[src/cars_pkg.sv]
// cave automaton row step: shared constants, register codes and types
// used by the interfaces and every module of the block, no dependencies
package cars_pkg;

    // widest grid that the line buffers and the cell lanes cover
    localparam int MAX_COLUMNS = 64;
    // fixed field widths of the row word and the registers
    localparam int ROW_BITS = 64;
    localparam int WIDTH_BITS = 7;
    localparam int THRESH_BITS = 4;
    localparam int CNT_BITS = 4;
    localparam int CFG_IDX_BITS = 2;
    localparam int CFG_DATA_BITS = 7;

    // register indexes on the configuration channel
    localparam logic [CFG_IDX_BITS-1:0] REG_ROW_WIDTH = 2'd0;
    localparam logic [CFG_IDX_BITS-1:0] REG_BIRTH_THRESHOLD = 2'd1;
    localparam logic [CFG_IDX_BITS-1:0] REG_DEATH_THRESHOLD = 2'd2;

    // register values after reset
    localparam logic [WIDTH_BITS-1:0] ROW_WIDTH_RESET = 7'd64;
    localparam logic [THRESH_BITS-1:0] BIRTH_THRESHOLD_RESET = 4'd4;
    localparam logic [THRESH_BITS-1:0] DEATH_THRESHOLD_RESET = 4'd3;

    typedef struct packed {
        logic [WIDTH_BITS-1:0]  row_width;
        logic [THRESH_BITS-1:0] birth_threshold;
        logic [THRESH_BITS-1:0] death_threshold;
    } cfg_t;

    // one result row to compute: the row itself and its two neighbors
    typedef struct packed {
        logic [ROW_BITS-1:0] up_row;
        logic [ROW_BITS-1:0] mid_row;
        logic [ROW_BITS-1:0] down_row;
        logic                up_ok;
        logic                down_ok;
        logic                last;
    } job_t;

endpackage

[src/cars_ifs.sv]
// cave automaton row step: valid/ready channel interfaces for input rows,
// result rows and register writes; depends on cars_pkg
interface cars_row_in_if;
    logic                          valid;
    logic                          ready;
    logic [cars_pkg::ROW_BITS-1:0] row_cells;
    logic                          last_row;

    modport source (output valid, output row_cells, output last_row, input ready);
    modport sink (input valid, input row_cells, input last_row, output ready);
endinterface

interface cars_row_out_if;
    logic                          valid;
    logic                          ready;
    logic [cars_pkg::ROW_BITS-1:0] next_cells;
    logic                          row_changed;
    logic                          frame_changed;
    logic                          last_of_frame;

    modport source (output valid, output next_cells, output row_changed,
                    output frame_changed, output last_of_frame, input ready);
    modport sink (input valid, input next_cells, input row_changed,
                  input frame_changed, input last_of_frame, output ready);
endinterface

interface cars_cfg_if;
    logic                               valid;
    logic                               ready;
    logic [cars_pkg::CFG_IDX_BITS-1:0]  index;
    logic [cars_pkg::CFG_DATA_BITS-1:0] data;

    modport source (output valid, output index, output data, input ready);
    modport sink (input valid, input index, input data, output ready);
endinterface

[src/cave_automaton_row_step.sv]
// cave automaton row step: top level with job queue, cell logic and result
// register; depends on cars_pkg, cars_ifs, cars_cfg_regs, cars_job_queue, cars_row_eval
//
// One generation of a cave-style cellular automaton, streamed one grid row per
// input word, top row first, the bottom row marked by last_row. Each cell counts
// its 8 neighbors (anything outside the grid or past row_width counts as alive);
// a live cell dies below death_threshold, a dead cell is born above
// birth_threshold, others keep their state. Result rows lag the input by one
// row: the first row of a frame gives no result, each later row gives the result
// for the row before it, and the bottom row gives two (a one-row grid gives one).
// All 64 columns are computed side by side in combinational logic between the
// job register and the result register, so the block takes one input word per
// clock while results drain; a bottom row fills both job queue slots and stalls
// the feed, since both of its results go through the one cell-logic unit.
// Results are held in an output register, and the next word is taken while a
// result waits, as long as the job queue is empty. frame_changed accumulates
// row_changed over a frame and is final on the word with last_of_frame.
// Register writes are always taken and belong in idle time between frames.
module cave_automaton_row_step (
    input  logic            clk,
    input  logic            rst_n,
    cars_row_in_if.sink     feed,
    cars_row_out_if.source  result,
    cars_cfg_if.sink        cfg
);

    cars_pkg::cfg_t cfg_val;
    cars_pkg::job_t head_job;
    logic           head_valid;
    logic           issue;
    logic           out_free;

    logic [cars_pkg::ROW_BITS-1:0] eval_cells;
    logic                          eval_changed;

    // result register
    logic                          out_valid_reg;
    logic [cars_pkg::ROW_BITS-1:0] next_cells_reg;
    logic                          row_changed_reg;
    logic                          frame_changed_reg;
    logic                          last_of_frame_reg;
    // change seen in earlier rows of the current frame
    logic                          frame_acc_reg, frame_acc_next;

    // register writes never stall
    assign cfg.ready = 1'b1;

    cars_cfg_regs u_cfg_regs (
        .clk      (clk),
        .rst_n    (rst_n),
        .wr_en    (cfg.valid),
        .wr_index (cfg.index),
        .wr_data  (cfg.data),
        .cfg_out  (cfg_val)
    );

    // line buffers turn each input row into zero, one or two jobs
    cars_job_queue u_job_queue (
        .clk        (clk),
        .rst_n      (rst_n),
        .feed_valid (feed.valid),
        .row_cells  (feed.row_cells),
        .last_row   (feed.last_row),
        .feed_ready (feed.ready),
        .issue      (issue),
        .head_job   (head_job),
        .head_valid (head_valid)
    );

    cars_row_eval u_row_eval (
        .job     (head_job),
        .cfg     (cfg_val),
        .cells   (eval_cells),
        .changed (eval_changed)
    );

    // the head job moves into the result register whenever it is free or drained
    assign out_free = !out_valid_reg || result.ready;
    assign issue    = head_valid && out_free;

    // frame flag starts over after the bottom row's result
    assign frame_acc_next = head_job.last ? 1'b0 : (frame_acc_reg | eval_changed);

    always_ff @(posedge clk or negedge rst_n)
    begin
        if (!rst_n)
        begin
            out_valid_reg <= 1'b0;
            frame_acc_reg <= 1'b0;
        end
        else
        begin
            if (out_free)
                out_valid_reg <= head_valid;
            if (issue)
                frame_acc_reg <= frame_acc_next;
        end
    end

    always_ff @(posedge clk)
    begin
        if (issue)
        begin
            next_cells_reg    <= eval_cells;
            row_changed_reg   <= eval_changed;
            frame_changed_reg <= frame_acc_reg | eval_changed;
            last_of_frame_reg <= head_job.last;
        end
    end

    assign result.valid         = out_valid_reg;
    assign result.next_cells    = next_cells_reg;
    assign result.row_changed   = row_changed_reg;
    assign result.frame_changed = frame_changed_reg;
    assign result.last_of_frame = last_of_frame_reg;

`ifndef SYNTHESIS
    a_row_change_in_frame: assert property (@(posedge clk) disable iff (!rst_n)
        out_valid_reg |-> (!row_changed_reg || frame_changed_reg))
        else $error("row change missing from the frame flag");
    a_frame_flag_restarts: assert property (@(posedge clk) disable iff (!rst_n)
        issue && head_job.last |=> !frame_acc_reg)
        else $error("frame flag not cleared after the bottom row");
`endif

endmodule

[src/cars_cfg_regs.sv]
// cave automaton row step: row width and threshold registers
// depends on cars_pkg
module cars_cfg_regs (
    input  logic                               clk,
    input  logic                               rst_n,
    input  logic                               wr_en,
    input  logic [cars_pkg::CFG_IDX_BITS-1:0]  wr_index,
    input  logic [cars_pkg::CFG_DATA_BITS-1:0] wr_data,
    output cars_pkg::cfg_t                     cfg_out
);

    cars_pkg::cfg_t cfg_reg;
    cars_pkg::cfg_t cfg_next;

    always_comb
    begin
        cfg_next = cfg_reg;
        if (wr_en)
        begin
            unique case (wr_index)
                cars_pkg::REG_ROW_WIDTH:
                    cfg_next.row_width = wr_data;
                cars_pkg::REG_BIRTH_THRESHOLD:
                    cfg_next.birth_threshold = wr_data[cars_pkg::THRESH_BITS-1:0];
                cars_pkg::REG_DEATH_THRESHOLD:
                    cfg_next.death_threshold = wr_data[cars_pkg::THRESH_BITS-1:0];
                default:
                    cfg_next = cfg_reg;
            endcase
        end
    end

    always_ff @(posedge clk or negedge rst_n)
    begin
        if (!rst_n)
        begin
            cfg_reg.row_width       <= cars_pkg::ROW_WIDTH_RESET;
            cfg_reg.birth_threshold <= cars_pkg::BIRTH_THRESHOLD_RESET;
            cfg_reg.death_threshold <= cars_pkg::DEATH_THRESHOLD_RESET;
        end
        else
        begin
            cfg_reg <= cfg_next;
        end
    end

    assign cfg_out = cfg_reg;

endmodule

[src/cars_job_queue.sv]
// cave automaton row step: the two line buffers and a two-entry queue of
// row jobs that sits in front of the cell logic; depends on cars_pkg
module cars_job_queue (
    input  logic                          clk,
    input  logic                          rst_n,
    input  logic                          feed_valid,
    input  logic [cars_pkg::ROW_BITS-1:0] row_cells,
    input  logic                          last_row,
    output logic                          feed_ready,
    input  logic                          issue,
    output cars_pkg::job_t                head_job,
    output logic                          head_valid
);

    logic [1:0]                    rows_held_reg, rows_held_next;
    logic [cars_pkg::ROW_BITS-1:0] above_reg, middle_reg;
    cars_pkg::job_t                job0_reg, job0_next;
    cars_pkg::job_t                job1_reg, job1_next;
    logic                          v0_reg, v0_next;
    logic                          v1_reg, v1_next;

    logic           accept;
    logic           first_row;
    logic           has_a, has_b;
    cars_pkg::job_t new_a, new_b;

    // an item may bring two jobs, so take one only with both slots free after issue
    assign feed_ready = !v1_reg && (!v0_reg || issue);
    assign accept     = feed_valid && feed_ready;
    assign first_row  = (rows_held_reg == 2'd0);

    // first job: the held middle row, or a single-row grid on its own
    assign has_a = !(first_row && !last_row);
    // second job: the bottom row flushed after its upper neighbor
    assign has_b = !first_row && last_row;

    always_comb
    begin
        if (first_row)
        begin
            new_a.up_row   = '0;
            new_a.up_ok    = 1'b0;
            new_a.mid_row  = row_cells;
            new_a.down_row = '0;
            new_a.down_ok  = 1'b0;
            new_a.last     = 1'b1;
        end
        else
        begin
            new_a.up_row   = above_reg;
            new_a.up_ok    = (rows_held_reg == 2'd2);
            new_a.mid_row  = middle_reg;
            new_a.down_row = row_cells;
            new_a.down_ok  = 1'b1;
            new_a.last     = 1'b0;
        end
        new_b.up_row   = middle_reg;
        new_b.up_ok    = 1'b1;
        new_b.mid_row  = row_cells;
        new_b.down_row = '0;
        new_b.down_ok  = 1'b0;
        new_b.last     = 1'b1;
    end

    always_comb
    begin
        job0_next = job0_reg;
        job1_next = job1_reg;
        v0_next   = v0_reg;
        v1_next   = v1_reg;
        if (issue)
        begin
            job0_next = job1_reg;
            v0_next   = v1_reg;
            v1_next   = 1'b0;
        end
        if (accept && has_a)
        begin
            if (!v0_next)
            begin
                job0_next = new_a;
                v0_next   = 1'b1;
                if (has_b)
                begin
                    job1_next = new_b;
                    v1_next   = 1'b1;
                end
            end
            else
            begin
                job1_next = new_a;
                v1_next   = 1'b1;
            end
        end
    end

    always_comb
    begin
        rows_held_next = rows_held_reg;
        if (accept)
        begin
            if (last_row)
                rows_held_next = 2'd0;
            else if (first_row)
                rows_held_next = 2'd1;
            else
                rows_held_next = 2'd2;
        end
    end

    always_ff @(posedge clk or negedge rst_n)
    begin
        if (!rst_n)
        begin
            rows_held_reg <= 2'd0;
            v0_reg        <= 1'b0;
            v1_reg        <= 1'b0;
        end
        else
        begin
            rows_held_reg <= rows_held_next;
            v0_reg        <= v0_next;
            v1_reg        <= v1_next;
        end
    end

    always_ff @(posedge clk)
    begin
        job0_reg <= job0_next;
        job1_reg <= job1_next;
        if (accept && !last_row)
        begin
            above_reg  <= middle_reg;
            middle_reg <= row_cells;
        end
    end

    assign head_job   = job0_reg;
    assign head_valid = v0_reg;

`ifndef SYNTHESIS
    a_second_slot_needs_first: assert property (@(posedge clk) disable iff (!rst_n)
        v1_reg |-> v0_reg)
        else $error("second job slot filled with the first slot empty");
    a_held_in_range: assert property (@(posedge clk) disable iff (!rst_n)
        rows_held_reg != 2'd3)
        else $error("held row count out of range");
    a_frame_end_clears: assert property (@(posedge clk) disable iff (!rst_n)
        accept && last_row |=> rows_held_reg == 2'd0)
        else $error("held rows not cleared after the bottom row");
`endif

endmodule

[src/cars_row_eval.sv]
// cave automaton row step: one lane per column that counts live neighbors
// and applies the birth and death limits; depends on cars_pkg
module cars_row_eval (
    input  cars_pkg::job_t                job,
    input  cars_pkg::cfg_t                cfg,
    output logic [cars_pkg::ROW_BITS-1:0] cells,
    output logic                          changed
);

    localparam int RB = cars_pkg::ROW_BITS;

    logic [cars_pkg::WIDTH_BITS-1:0] eff_width;
    logic [RB-1:0] col_ok;
    logic [RB-1:0] up_x, mid_x, down_x;
    logic [RB+1:0] up_e, mid_e, down_e;
    logic [RB-1:0] change_bits;

    assign eff_width = (cfg.row_width > cars_pkg::WIDTH_BITS'(cars_pkg::MAX_COLUMNS))
                     ? cars_pkg::WIDTH_BITS'(cars_pkg::MAX_COLUMNS) : cfg.row_width;

    // columns past the width read as walls, missing rows are all wall
    assign up_x   = job.up_ok ? ((job.up_row & col_ok) | ~col_ok) : '1;
    assign mid_x  = (job.mid_row & col_ok) | ~col_ok;
    assign down_x = job.down_ok ? ((job.down_row & col_ok) | ~col_ok) : '1;

    // wall columns on both sides of the grid
    assign up_e   = {1'b1, up_x, 1'b1};
    assign mid_e  = {1'b1, mid_x, 1'b1};
    assign down_e = {1'b1, down_x, 1'b1};

    for (genvar k = 0; k < RB; k++)
    begin : g_col
        logic [cars_pkg::CNT_BITS-1:0] cnt;
        logic                          self_bit;
        logic                          nxt;

        assign col_ok[k] = (cars_pkg::WIDTH_BITS'(k) < eff_width);
        assign self_bit  = mid_e[k+1];
        assign cnt = cars_pkg::CNT_BITS'(up_e[k]) + cars_pkg::CNT_BITS'(up_e[k+1])
                   + cars_pkg::CNT_BITS'(up_e[k+2]) + cars_pkg::CNT_BITS'(mid_e[k])
                   + cars_pkg::CNT_BITS'(mid_e[k+2]) + cars_pkg::CNT_BITS'(down_e[k])
                   + cars_pkg::CNT_BITS'(down_e[k+1]) + cars_pkg::CNT_BITS'(down_e[k+2]);
        assign nxt = self_bit ? !(cnt < cfg.death_threshold)
                              : (cnt > cfg.birth_threshold);
        assign cells[k]       = col_ok[k] & nxt;
        assign change_bits[k] = col_ok[k] & (nxt ^ self_bit);
    end

    assign changed = |change_bits;

endmodule
[src/flat_wrapper.sv]
// flat-port wrapper written by rule: the top's interface ports become plain ports
module cave_automaton_row_step_flat 
  (clk, rst_n, feed_valid, feed_row_cells, feed_last_row, feed_ready, result_valid, result_next_cells, result_row_changed, result_frame_changed, result_last_of_frame, result_ready, cfg_valid, cfg_index, cfg_data, cfg_ready);
  cars_row_in_if feed_i ();
  cars_row_out_if result_i ();
  cars_cfg_if cfg_i ();
  input  logic clk;
  input  logic rst_n;
  input wire logic [$bits(feed_i.valid)-1:0] feed_valid;
  input wire logic [$bits(feed_i.row_cells)-1:0] feed_row_cells;
  input wire logic [$bits(feed_i.last_row)-1:0] feed_last_row;
  output wire logic [$bits(feed_i.ready)-1:0] feed_ready;
  output wire logic [$bits(result_i.valid)-1:0] result_valid;
  output wire logic [$bits(result_i.next_cells)-1:0] result_next_cells;
  output wire logic [$bits(result_i.row_changed)-1:0] result_row_changed;
  output wire logic [$bits(result_i.frame_changed)-1:0] result_frame_changed;
  output wire logic [$bits(result_i.last_of_frame)-1:0] result_last_of_frame;
  input wire logic [$bits(result_i.ready)-1:0] result_ready;
  input wire logic [$bits(cfg_i.valid)-1:0] cfg_valid;
  input wire logic [$bits(cfg_i.index)-1:0] cfg_index;
  input wire logic [$bits(cfg_i.data)-1:0] cfg_data;
  output wire logic [$bits(cfg_i.ready)-1:0] cfg_ready;
  assign feed_i.valid = feed_valid;
  assign feed_i.row_cells = feed_row_cells;
  assign feed_i.last_row = feed_last_row;
  assign feed_ready = feed_i.ready;
  assign result_valid = result_i.valid;
  assign result_next_cells = result_i.next_cells;
  assign result_row_changed = result_i.row_changed;
  assign result_frame_changed = result_i.frame_changed;
  assign result_last_of_frame = result_i.last_of_frame;
  assign result_i.ready = result_ready;
  assign cfg_i.valid = cfg_valid;
  assign cfg_i.index = cfg_index;
  assign cfg_i.data = cfg_data;
  assign cfg_ready = cfg_i.ready;
  cave_automaton_row_step u_core (.clk(clk), .rst_n(rst_n), .feed(feed_i), .result(result_i), .cfg(cfg_i));
endmodule
[config.mk]
export PLATFORM = sky130hd
export DESIGN_NAME = cave_automaton_row_step_flat
export DESIGN_NICKNAME = d
export VERILOG_FILES = /design/src/cars_pkg.sv /design/src/cars_ifs.sv /design/src/cave_automaton_row_step.sv /design/src/cars_cfg_regs.sv /design/src/cars_job_queue.sv /design/src/cars_row_eval.sv /design/src/flat_wrapper.sv
export SDC_FILE = /design/constraint.sdc
export NUM_CORES = 2
export LEC_CHECK = 0
export BUFFER_PORTS_ARGS = -buffer_cell sky130_fd_sc_hd__buf_4
export CAP_MARGIN = 20
export CORE_MARGIN = 5
export CORE_UTILIZATION = 50
export DETAILED_ROUTE_END_ITERATION = 10
export PLACE_DENSITY_LB_ADDON = 0.05
export SYNTH_ARGS = -nofsm -noshare
export SYNTH_HDL_FRONTEND = slang
export SYNTH_SLANG_ARGS = --single-unit
[constraint.sdc]
create_clock -name clk -period 20.5 [get_ports clk]
set_input_delay 3.075 -clock clk [delete_from_list [all_inputs] [get_ports clk]]
set_output_delay 3.075 -clock clk [all_outputs]
set_load 0.005 [all_outputs]
==> results.py <==
metrics = {
    "route": {
        "first_pass_iters": 5,
        "drc_errors": 0,
        "wl_per_cell_um": 22.3,
        "via_count": 36421,
        "drt.antenna.violating_nets": 0,
        "drt_iter0_drc": 2959,
        "wl_mm": 141,
        "via_per_inst": 5.76,
    },
    "final_layout": {
        "n_fill_cell": 8543,
        "mostFrequentLayoutCell": "nand2_1",
        "final_nets": 5983,
        "final_cell_mix": "nand2_1, ha_1, inv_1, a21oi_1, edfxtp_1",
        "layout-drive-gt1-share_pct": 9.40,
        "design_area_mm2": 0.0518,
        "syn_to_final_growth_pct": 9.95,
    },
    "synthesis": {
        "syn-num-nets": 5891,
        "synth_edf_count": 390,
        "yosysUniqueCellTypes": 79,
        "ys_ff_latch": 606,
        "yosysSeqAreaShare_pct": 34.3,
        "syn-cell-area_mm2": 0.0471,
        "ys_async_sr_fraction_pct": 3.47,
        "synth_cells": 4918,
        "yosys_warnings": 0,
        "ys.flop_type": "edfxtp_1",
        "syn_area_per_cell_um2": 9.58,
    },
    "sta": {
        "fin_crit_ns": 7.80,
        "setup_viol": 0,
        "timing.fmax_ghz": 0.128,
        "slew_violations": 0,
        "slew_headroom_pct": 10.1,
        "hold_viol_final": 0,
        "period_share_pct": 38.1,
        "tightest_slew_ns": 1.31,
        "clock_skew_ns": 0.0347,
        "finalSetupTns_ns": 0,
        "rsz0062_at_grt": "false",
    },
    "setup_path": {
        "rrSetupSlack_ns": 12.70,
        "endpoint": "u_core.result.frame_changed$_DFFE_PP_",
        "path_max_fanout": 27,
        "cp-start-kind": "flip-flop",
        "cp-end-kind": "flip-flop",
        "arrival_ns": 8.19,
        "r2r_end": "u_core.result.frame_changed$_DFFE_PP_",
        "crit_type": "reg2reg",
        "required_ns": 20.89,
        "reg2reg_depth": 21,
        "timing.rr.start": "u_core.u_cfg_regs.cfg_out[10]$_DFFE_PN0P_",
        "crit_path_start": "u_core.u_cfg_regs.cfg_out[10]$_DFFE_PN0P_",
    },
    "die": {
        "dieHeight_um": 317,
        "core-area_mm2": 0.0935,
        "die_area_mm2": 0.100,
        "die_w_um": 317,
        "rows": 112,
        "start_util_pct": 50.4,
        "boundaryPins": 149,
    },
    "outcome": {
        "status": "completed",
    },
    "clock_tree": {
        "max-clock-path-buffers": 3,
        "root_buffer": "clkbuf_16",
        "htreeDepth": 3,
        "insertion_delay_ns": 0.65,
        "clock-sinks": 606,
        "post_cts_buffers": 0,
        "hold_buffers": 0,
        "tritoncts": "yes",
        "cts_buffers": 69,
        "cts.repair.resized": 0,
        "path_clk_slew_ns": 0.06,
    },
    "placement": {
        "portBuffers": 147,
        "hpwl_mm": 101,
        "gp_congestion": 0.940,
        "placed_area_mm2": 0.0496,
    },
    "min_path": {
        "hold_path_class": "reg2reg",
    },
    "run": {
        "cap_violations": 0,
    },
    "global_route": {
        "grt_pass1_wl_mm": 217,
        "grt_usage_pct": 28.0,
        "antenna_found_initial": 3,
        "grt_pass1_vias": 35655,
        "overflow": 0,
        "grt_max_degree": 133,
    },
}
==> worst max-delay path, cell delays in order, from the launching register on <==
cell	delay, ns
dfrtp_1	0.67
a21oi_1	1.09
a21oi_1	0.53
nand3b_1	0.29
inv_1	0.11
fa_1	0.49
inv_1	0.05
fa_1	0.47
inv_1	0.06
fa_1	0.52
inv_1	0.04
ha_1	0.21
fa_1	0.39
xor2_1	0.20
ha_1	0.28
nand2_1	0.04
o21ai_0	0.23
o31ai_1	0.19
a2111oi_0	0.89
nand4_1	0.36
nor4_2	0.35
nand2_1	0.09
==> cell families (layout without fill, tap and decap cells) <==
logic type / after synthesis / in the layout / synth area share, %
buf+inv: 713 / 861 / 5.79
flops: 606 / 606 / 34.3
xor+xnor: 64 / 64 / 1.19
fa+ha+maj: 894 / 894 / 27.7
compound gates: 992 / 992 / 12.9
mux: 79 / 79 / 1.89
simple gates: 1569 / 1569 / 16.3
other cells: 1 / 2 / 0.00796
==> synth_stat cells (21+ instances only) <==
cell type	number	area, um^2
a21oi_1	392	1960
mux2_2	79	890
or3b_2	21	184
a21o_1	43	323
nand2b_1	86	538
xor2_1	62	543
a211o_1	23	201
or3_1	29	181
nand2_1	767	2880
edfxtp_1	390	11700
o21a_1	44	330
clkbuf_1	159	597
fa_1	252	5040
and2_1	68	425
nor2b_1	113	707
or2_2	24	150
nand4_1	31	194
nor3_1	60	300
a31oi_1	142	888
nor3b_1	27	203
o211ai_1	34	255
dfxtp_1	195	3900
nand3b_1	38	285
a211oi_1	40	300
a2111oi_0	32	280
ha_1	642	8030
nor2_1	139	522
and3_1	133	832
o21ai_0	158	791
inv_1	524	1970
==> metal layers <==
metal	wire, um	up-vias	track usage (%)
met1	65800	17866	41.5
li1	-	17324	-
met5	31	-	0
met3	9590	212	3.91
met2	61300	1015	43.1
met4	4250	4	8.35
==> final cells by class <==
class                      count  area (um^2)  area share, %
antenna                        1         2.50        0.00483
clock buffer                  99         1960           3.79
clock inverter                28          251          0.485
inverter                     525         1980           3.82
multi-input combinational   3599        28300           54.7
sequential                   606        16200           31.2
tap                         1254         1570           3.03
timing repair buffer         209         1570           3.03
==> metrics by stage <==
stage / cells / hold slack (ns) / setup slack (ns) / util, %
after detailed placement: 6193 / 0.466 / 12.90 / 53.1
after floorplan: 4918 / 0.430 / 7.75 / -
after global routing: 6320 / 0.515 / 12.55 / 55.4
after global placement: 6186 / 0.464 / 12.21 / 53.0
after CTS: 6320 / 0.480 / 12.91 / 55.4
final: 6321 / 0.483 / 12.70 / 55.4
==> how the worst min path moves through the flow <==
stage / start / to / slack, ns / cells after the start
6_report: u_core.u_job_queue.head_job[8]$_DFF_P_ / u_core.u_job_queue.head_job[8]$_DFF_P_ / 0.48 / 2
5_1_grt: u_core.u_job_queue.head_job[8]$_DFF_P_ / u_core.u_job_queue.head_job[8]$_DFF_P_ / 0.52 / 2
4_1_cts: u_core.u_job_queue.head_job[66]$_DFF_P_ / u_core.u_job_queue.head_job[66]$_DFF_P_ / 0.48 / 2
3_5_place_dp: u_core.u_job_queue.head_job[7]$_DFF_P_ / u_core.u_job_queue.head_job[7]$_DFF_P_ / 0.47 / 2
3_3_place_gp: u_core.u_job_queue.head_job[66]$_DFF_P_ / u_core.u_job_queue.head_job[66]$_DFF_P_ / 0.46 / 2
2_1_floorplan: u_core.u_job_queue.head_job[0]$_DFF_P_ / u_core.result.last_of_frame$_DFFE_PP_ / 0.43 / 0
Power is not shown: default switching activity piles up to over one toggle a cycle in this logic, so the estimate is an artifact.
